$ cat config.mk
export PLATFORM = sky130hd
export DESIGN_NAME = mcp_scale
export DESIGN_NICKNAME = d
export VERILOG_FILES = /design/src/rtl/core/mcp_pkg.sv /design/src/rtl/core/mcp_scale.sv
export SDC_FILE = /design/constraint.sdc
export NUM_CORES = 2
export LEC_CHECK = 0
export ABC_AREA = 1
export BUFFER_PORTS_ARGS = -buffer_cell sky130_fd_sc_hd__buf_2
export CAP_MARGIN = 20
export CORE_MARGIN = 3
export CORE_UTILIZATION = 44
export CTS_CLUSTER_DIAMETER = 30
export DETAILED_ROUTE_END_ITERATION = 6
export GPL_ROUTABILITY_DRIVEN = 1
export PLACE_DENSITY = 0.64
export SETUP_SLACK_MARGIN = 0.2
export SYNTH_ARGS = -nofsm -noshare
export SYNTH_HDL_FRONTEND = slang
export SYNTH_SLANG_ARGS = --single-unit
$ cat constraint.sdc
create_clock -name clk_i -period 6 [get_ports clk_i]
set_input_delay 0.6 -clock clk_i [delete_from_list [all_inputs] [get_ports clk_i]]
set_output_delay 0.6 -clock clk_i [all_outputs]
set_load 0.01 [all_outputs]
$ cat src/rtl/core/mcp_pkg.sv
// Shared constants and types of the Mobius curve pixel plotter.
`timescale 1ns / 1ps
package mcp_pkg;

  localparam int MAX_DIM   = 4096;
  localparam int FRAC_BITS = 16;

  localparam int IDX_W   = $clog2(MAX_DIM);
  localparam int DIM_W   = IDX_W + 1;
  localparam int SPAN_W  = 31;
  localparam int COORD_W = 32;
  localparam int MAT_W   = COORD_W + 1;
  localparam int PD_W    = DIM_W + SPAN_W;
  localparam int PQ_W    = SPAN_W - 1;
  localparam int NUM_W   = 2 * COORD_W;
  localparam int DEN_W   = NUM_W - 1;
  localparam int T_W     = COORD_W + 3;
  localparam int X_W     = DIM_W + COORD_W;

  localparam int IN_DATA_W  = ((IDX_W + 4 * COORD_W + 7) / 8) * 8;
  localparam int OUT_DATA_W = ((2 * IDX_W + 7) / 8) * 8;

  localparam int CFG_IDX_W  = 3;
  localparam int CFG_DATA_W = COORD_W;

  localparam logic [CFG_IDX_W-1:0] CFG_COLUMNS     = 3'd0;
  localparam logic [CFG_IDX_W-1:0] CFG_ROWS        = 3'd1;
  localparam logic [CFG_IDX_W-1:0] CFG_CENTRE_REAL = 3'd2;
  localparam logic [CFG_IDX_W-1:0] CFG_CENTRE_IMAG = 3'd3;
  localparam logic [CFG_IDX_W-1:0] CFG_SPAN_X      = 3'd4;
  localparam logic [CFG_IDX_W-1:0] CFG_SPAN_Y      = 3'd5;

  localparam logic [DIM_W-1:0]          DIM_RST    = DIM_W'(512);
  localparam logic signed [COORD_W-1:0] CENTRE_RST = COORD_W'(32768);
  localparam logic [SPAN_W-1:0]         SPAN_RST   = SPAN_W'(65536);

  typedef struct packed {
    logic             inv;
    logic             miss;
    logic [IDX_W-1:0] idx;
  } mcp_tag_t;

  typedef struct packed {
    logic signed [MAT_W-1:0] a;
    logic signed [MAT_W-1:0] b;
    logic signed [MAT_W-1:0] c;
    logic signed [MAT_W-1:0] d;
  } mcp_mat_t;

endpackage

$ cat src/rtl/core/mcp_scale.sv
// Pixel scaling: range check, size product, pipelined division by twice the span, mirroring.
`timescale 1ns / 1ps
module mcp_scale
  import mcp_pkg::*;
(
  input  logic                      clk_i,
  input  logic                      rst_ni,
  input  logic                      en_i,
  input  logic                      valid_i,
  input  mcp_tag_t                  tag_i,
  input  logic [FRAC_BITS-1:0]      frac_i,
  input  logic [DIM_W-1:0]          columns_i,
  input  logic [DIM_W-1:0]          rows_i,
  input  logic [SPAN_W-1:0]         span_i,
  input  logic signed [COORD_W-1:0] centre_i,
  output logic                      valid_o,
  output logic [IDX_W-1:0]          col_o,
  output logic [IDX_W-1:0]          row_o,
  output logic                      hit_o
);

  localparam int Lat = IDX_W + 3;

  logic [Lat-1:0] vld_q;

  mcp_tag_t              tag0_q;
  logic signed [T_W-1:0] t_q;
  logic [DIM_W-1:0]      m0_q;

  logic [COORD_W-1:0] dd;
  mcp_tag_t           tag1_d;

  mcp_tag_t         tag_q [IDX_W+1];
  logic [DIM_W-1:0] m_q   [IDX_W+1];
  logic [X_W-1:0]   x_q   [IDX_W+1];
  logic [IDX_W-1:0] q_q   [IDX_W+1];

  logic [DIM_W-1:0] jj;
  logic             hit_d;
  logic [IDX_W-1:0] col_d, row_d;
  logic [IDX_W-1:0] col_q, row_q;
  logic             hit_q;

  always_ff @(posedge clk_i or negedge rst_ni) begin
    if (!rst_ni) begin
      vld_q <= '0;
    end else if (en_i) begin
      vld_q <= {vld_q[Lat-2:0], valid_i};
    end
  end

  assign dd = {span_i, 1'b0};

  always_comb begin
    tag1_d      = tag0_q;
    tag1_d.miss = tag0_q.miss | t_q[T_W-1] | (t_q[T_W-2:0] >= (T_W-1)'(dd));
  end

  always_ff @(posedge clk_i) begin
    if (en_i) begin
      tag0_q <= tag_i;
      t_q    <= T_W'(span_i) + (T_W'(frac_i) << 1) - (T_W'(centre_i) <<< 1);
      m0_q   <= tag_i.inv ? columns_i : rows_i;

      tag_q[0] <= tag1_d;
      m_q[0]   <= m0_q;
      x_q[0]   <= X_W'(m0_q) * X_W'(t_q[SPAN_W:0]);
      q_q[0]   <= '0;
    end
  end

  for (genvar j = 1; j <= IDX_W; j++) begin : g_step
    logic [X_W-1:0] dsh;
    logic           ge;
    assign dsh = X_W'(dd) << (IDX_W - j);
    assign ge  = x_q[j-1] >= dsh;
    always_ff @(posedge clk_i) begin
      if (en_i) begin
        tag_q[j] <= tag_q[j-1];
        m_q[j]   <= m_q[j-1];
        x_q[j]   <= ge ? x_q[j-1] - dsh : x_q[j-1];
        q_q[j]   <= q_q[j-1] | (IDX_W'(ge) << (IDX_W - j));
      end
    end
  end

  always_comb begin
    jj    = m_q[IDX_W] - DIM_W'(1) - DIM_W'(q_q[IDX_W]);
    hit_d = !tag_q[IDX_W].miss;
    col_d = '0;
    row_d = '0;
    if (hit_d) begin
      col_d = tag_q[IDX_W].inv ? jj[IDX_W-1:0] : tag_q[IDX_W].idx;
      row_d = tag_q[IDX_W].inv ? tag_q[IDX_W].idx : jj[IDX_W-1:0];
    end
  end

  always_ff @(posedge clk_i) begin
    if (en_i) begin
      col_q <= col_d;
      row_q <= row_d;
      hit_q <= hit_d;
    end
  end

  assign valid_o = vld_q[Lat-1];
  assign col_o   = col_q;
  assign row_o   = row_q;
  assign hit_o   = hit_q;

endmodule

== Yosys cells after proc, flatten, opt, wreduce, memory -nomap -nowiden ==
Memory sizes are Yosys's and may differ from the RTL's.
Index checks and enable logic that the tools add are counted.
Storage, ports and cells
  RAM bits: 1092
  register bits: 102
  memories: 4
  memory bits (read-only): 0
  logic and storage cells: 75
  bits in latches: 0
Operators by class
  $lt $le $gt $ge: 13
  bitwise logic cells: 14
  divide/modulo/power cells: 0
  $add $sub $neg: 16
  shift operators: 0
  reductions and logical operators: 1
  eq/ne operators: 0
  $mul: 1
  mux-type cells: 17
Memories
  x_q: depth 13, width 45, rd ports 12, clocked after memory_dff 0, write ports 13, RTL line mcp_scale.sv:35  | logic [X_W-1:0] x_q [IDX_W+1];
  tag_q: depth 13, width 14, rd ports 13, clocked after memory_dff 0, write ports 13, RTL line mcp_scale.sv:33  | mcp_tag_t tag_q [IDX_W+1];
  m_q: depth 13, width 13, rd ports 13, clocked after memory_dff 0, write ports 13, RTL line mcp_scale.sv:34  | logic [DIM_W-1:0] m_q [IDX_W+1];
  q_q: depth 13, width 12, rd ports 13, clocked after memory_dff 0, write ports 13, RTL line mcp_scale.sv:36  | logic [IDX_W-1:0] q_q [IDX_W+1];
Operator list (count)
  $mux 45: 12
  $ge 45x32->1: 1
  $ge 45x33->1: 1
  $ge 45x34->1: 1
  $ge 45x35->1: 1
  $ge 45x36->1: 1
  $ge 45x37->1: 1
  $ge 45x38->1: 1
  $ge 45x39->1: 1
  $ge 45x40->1: 1
  $ge 45x41->1: 1
  $ge 45x42->1: 1
  $ge 45x43->1: 1
  $mul 13x32->45: 1
  $sub 45x32->45: 1
  $sub 45x33->45: 1
  $sub 45x34->45: 1
  $sub 45x35->45: 1
  $sub 45x36->45: 1
  $sub 45x37->45: 1
  $sub 45x38->45: 1
  $sub 45x39->45: 1
  $sub 45x40->45: 1
  $sub 45x41->45: 1
  other kinds (24): 27

== Depth between registers and ports, before layout ==
An unclocked memory read counts as a cell.
  depth in word-level cells: 4
  gate-level depth with buffers: 25
  mapped depth without buffers: 24

== Worst setup path before layout ==
No wires, ideal clock.
  kind: register -> register
  from: register t_q[6]
  to: memory x_q[0][32] in the netlist's numbering (data pin)
  path slack: 1.085 ns
  required time: 5.748 ns
  setup time: 0.252 ns
  clock period less this slack: 4.915 ns
  arrival time: 4.663 ns
  path buffers: 1
  cell stages (with the launch flop): 23
  cell sequence: edfxtp_1 -> clkbuf_1 -> nand2_1 -> inv_1 -> fa_1 -> inv_1 -> fa_1 -> inv_1 -> fa_1 -> fa_1 -> inv_1 -> fa_1 -> inv_1 -> ha_1 -> a21oi_1 -> nor2_1 -> nor2_1 -> nand2_1 -> a21oi_1 -> or2_2 -> nand2_1 -> nand2_1 -> nand2_1
RTL lines
  start, declared: RTL line mcp_scale.sv:27  | logic signed [T_W-1:0] t_q;
  start signal, assigned: RTL line mcp_scale.sv:62  | t_q <= T_W'(span_i) + (T_W'(frac_i) << 1) - (T_W'(centre_i) <<< 1);
  end, declared: RTL line mcp_scale.sv:35

==> results_dict.tcl <==
set metrics [dict create \
    fin_worst_skew_ps 122 \
    syn_nets 12900 \
    hpwl_mm 240 \
    tns_ps 0 \
    syn-cell-area_um2 87800 \
    synth_flop_cell "edfxtp_1" \
    clk_latency_ps 910 \
    syn_area_per_cell_um2 7.41 \
    die_x_um 453 \
    status "finished with violations" \
    cp-start-kind "flop" \
    min_period_over_period 0.924 \
    cts_buffer_depth 3 \
    crit_fanout 14 \
    synth_seq_area_share 0.361 \
    num_vias 77600 \
    register_area_um2 31700 \
    overflow 0 \
    startpoint "t_q[15]" \
    max_slew_margin 0.238 \
    violations "design-rule violations" \
    post_drt_via_cell_ratio 5.16 \
    clockRootBuffer "clkbuf_16" \
    start_util 0.444 \
    maxCapViolations 0 \
    maxSlewViolCount 0 \
    r2r_end "x_q[0][43]" \
    final_cell_mix "nand2_1 (4,473), inv_1 (2,238), edfxtp_1 (1,042)" \
    hold_viol 0 \
    ys_ff_latch 1057 \
    timing.critical_path.buf_inv 4 \
    critPathTopFamily "adder cells" \
    track_usage 0.297 \
    drt-total-wl_mm 307 \
    drt_iter0_drc 7224 \
    portBuffers 148 \
    r2r_setup_slack_ps 450 \
    core_um2 198000 \
    crit_end "x_q[0][43]" \
    dieArea_um2 205000 \
    cts.sinks 1057 \
    synth_cells 11800 \
    ant_nets 0 \
    grt_pass1_vias 75100 \
    cts.reportedPaths.clkPinSlew_ps 50 \
    fill_cells 19300 \
    slowest_delay_ps 760 \
    cts_tree "yes" \
    cp_data_required_time_ps 6560 \
    fin_crit_ps 5550 \
    cp_num_cells 19 \
    rows 163 \
    tightest_slew_ps 1140 \
    ys_types 50 \
    drc 12 \
    layout_commonest_cell "nand2_1" \
    io_pins 149 \
    crit_arrival_ps 6110 \
    wl_per_cell_um 20.4 \
    path_cells "nand2_1, fa_1, inv_1, fa_1, fa_1, fa_1, inv_1, fa_1, inv_1, ha_1, nand2_1, nor2_1, nand2_1, inv_1, nand3_1, nand3_1, nand2_1, nand3_1, nand2_1" \
    antenna_found_initial 13 \
    holdCritPathClass "input pin to async pin" \
    fin_nets 13200 \
    die_h_um 453 \
    gp_congestion 0.984 \
    rsz0062_at_grt "false" \
    cts_buffers 228 \
    final_layout_size_suffix_gt1_frac 0.0685 \
    async_flop_share 0.0142 \
    cts_max_level 4 \
    ys_warn_count 0 \
    multi_input_area_um2 46600 \
    rr_startpoint "t_q[15]" \
    critical_path.slowest_cell "edfxtp_1" \
    grt_pass1_wl_mm 460 \
    first_pass_iters 7 \
    fmax_mhz 180 \
    end_kind "flop" \
    worstSetupPathType "flop to flop" \
    syn_to_final_growth_pct 14.2 \
    finalSetupViolCount 0 \
    grt_max_degree 159 \
    synth-edff-count 1042 \
    reg2regPathDepth 19 \
]
[area by class of cell]
| cell class | count | share of cell area |
|---|---|---|
| multi-input cells | 8349 | 0.464 |
| flip-flops and latches | 1057 | 0.316 |
| inverters | 2285 | 0.0856 |
| clock buffers | 245 | 0.0575 |
| well taps | 2640 | 0.0329 |
| clock inverters | 180 | 0.0228 |
| repair buffers | 282 | 0.0207 |
| diodes | 2 | 0.0000499 |
[worst register-to-register path: stages, from the launching register on]
cell	delay [ps]
edfxtp_1	760
nand2_1	210
fa_1	570
inv_1	60
fa_1	470
fa_1	520
fa_1	560
inv_1	60
fa_1	570
inv_1	50
ha_1	360
nand2_1	110
nor2_1	290
nand2_1	90
inv_1	80
nand3_1	80
nand3_1	230
nand2_1	110
nand3_1	90
nand2_1	70
[sequential cells by signal, indices dropped and copies added, names as in the netlist]
register,cells
vld_q,15
t_q,34
row_o,12
hit_o,1
x_q,540
q_q,78
tag0_q,14
m_q,156
m0_q,13
tag_q,182
col_o,12
[per-layer routing]
metal	routed length, um	track usage
met1	132000	0.397
met2	140000	0.480
met3	21100	0.0472
met4	13600	0.121
met5	40	0
[stage by stage]
stage	setup WS (ps)	utilization	hold slack [ps]	instances	area [um2]
after floorplan	1080	-	304	11800	87800
after global placement	521	0.464	400	14600	91900
after detailed placement	467	0.464	405	14600	91900
after CTS	434	0.506	29.4	15000	100000
after global routing	206	0.507	63.1	15000	100000
final	454	0.507	98.4	15000	100000
[synthesized netlist by cell type, types with 25 or more instances]
library cell / number / area [um2]
nor3_1: 91 / 455
nand4_1: 123 / 769
buf_4: 26 / 195
fa_1: 344 / 6890
o21bai_1: 37 / 278
nand3b_1: 78 / 586
nand3_1: 620 / 3100
nor2_2: 35 / 219
xor2_1: 210 / 1840
ha_1: 551 / 6890
buf_6: 37 / 417
nor2_1: 887 / 3330
o21ai_0: 167 / 836
edfxtp_1: 1042 / 31300
inv_2: 25 / 93.8
a21oi_1: 453 / 2270
nand2_1: 4473 / 16800
clkbuf_1: 80 / 300
a21oi_2: 31 / 272
inv_1: 2254 / 8460
xnor2_1: 52 / 455
o21ai_2: 33 / 289
[cells by family (layout without fill, tap and decap cells)]
| logic type | after synthesis | after routing | share of synthesized area |
|---|---|---|---|
| compound gates | 790 | 790 | 0.0508 |
| xor+xnor | 262 | 262 | 0.0261 |
| fa+ha+maj | 895 | 895 | 0.157 |
| buf+inv | 2443 | 2992 | 0.109 |
| flops | 1057 | 1057 | 0.361 |
| mux | 14 | 14 | 0.00180 |
| other cells | 0 | 2 | 0 |
| simple gates | 6388 | 6388 | 0.295 |
[how the worst min path moves through the flow]
| stage | start | endpoint | slack, ps | cells past startpoint |
|---|---|---|---|---|
| CTS | rst_ni | vld_q[1] | 30 | 2 |
| detailed placement | m_q[0][7] | m_q[0][20] | 400 | 0 |
| finish | rst_ni | vld_q[7] | 100 | 2 |
| floorplan | rst_ni | vld_q[0] | 300 | 0 |
| global placement | tag_q[0][43] | tag_q[0][57] | 400 | 0 |
| global route | columns_i[1] | m0_q[1] | 60 | 2 |
[repair_timing]
action                                  CTS  global route
hold buffers                             14             0
setup buffers                             0            14
endpoints found under the setup margin    0            15
hold endpoints to repair                 28             0
resized for setup                         0             1
Power is left out: the tool's default activity adds up to more than one toggle a clock period on the data nets, which glitch-free logic cannot reach.
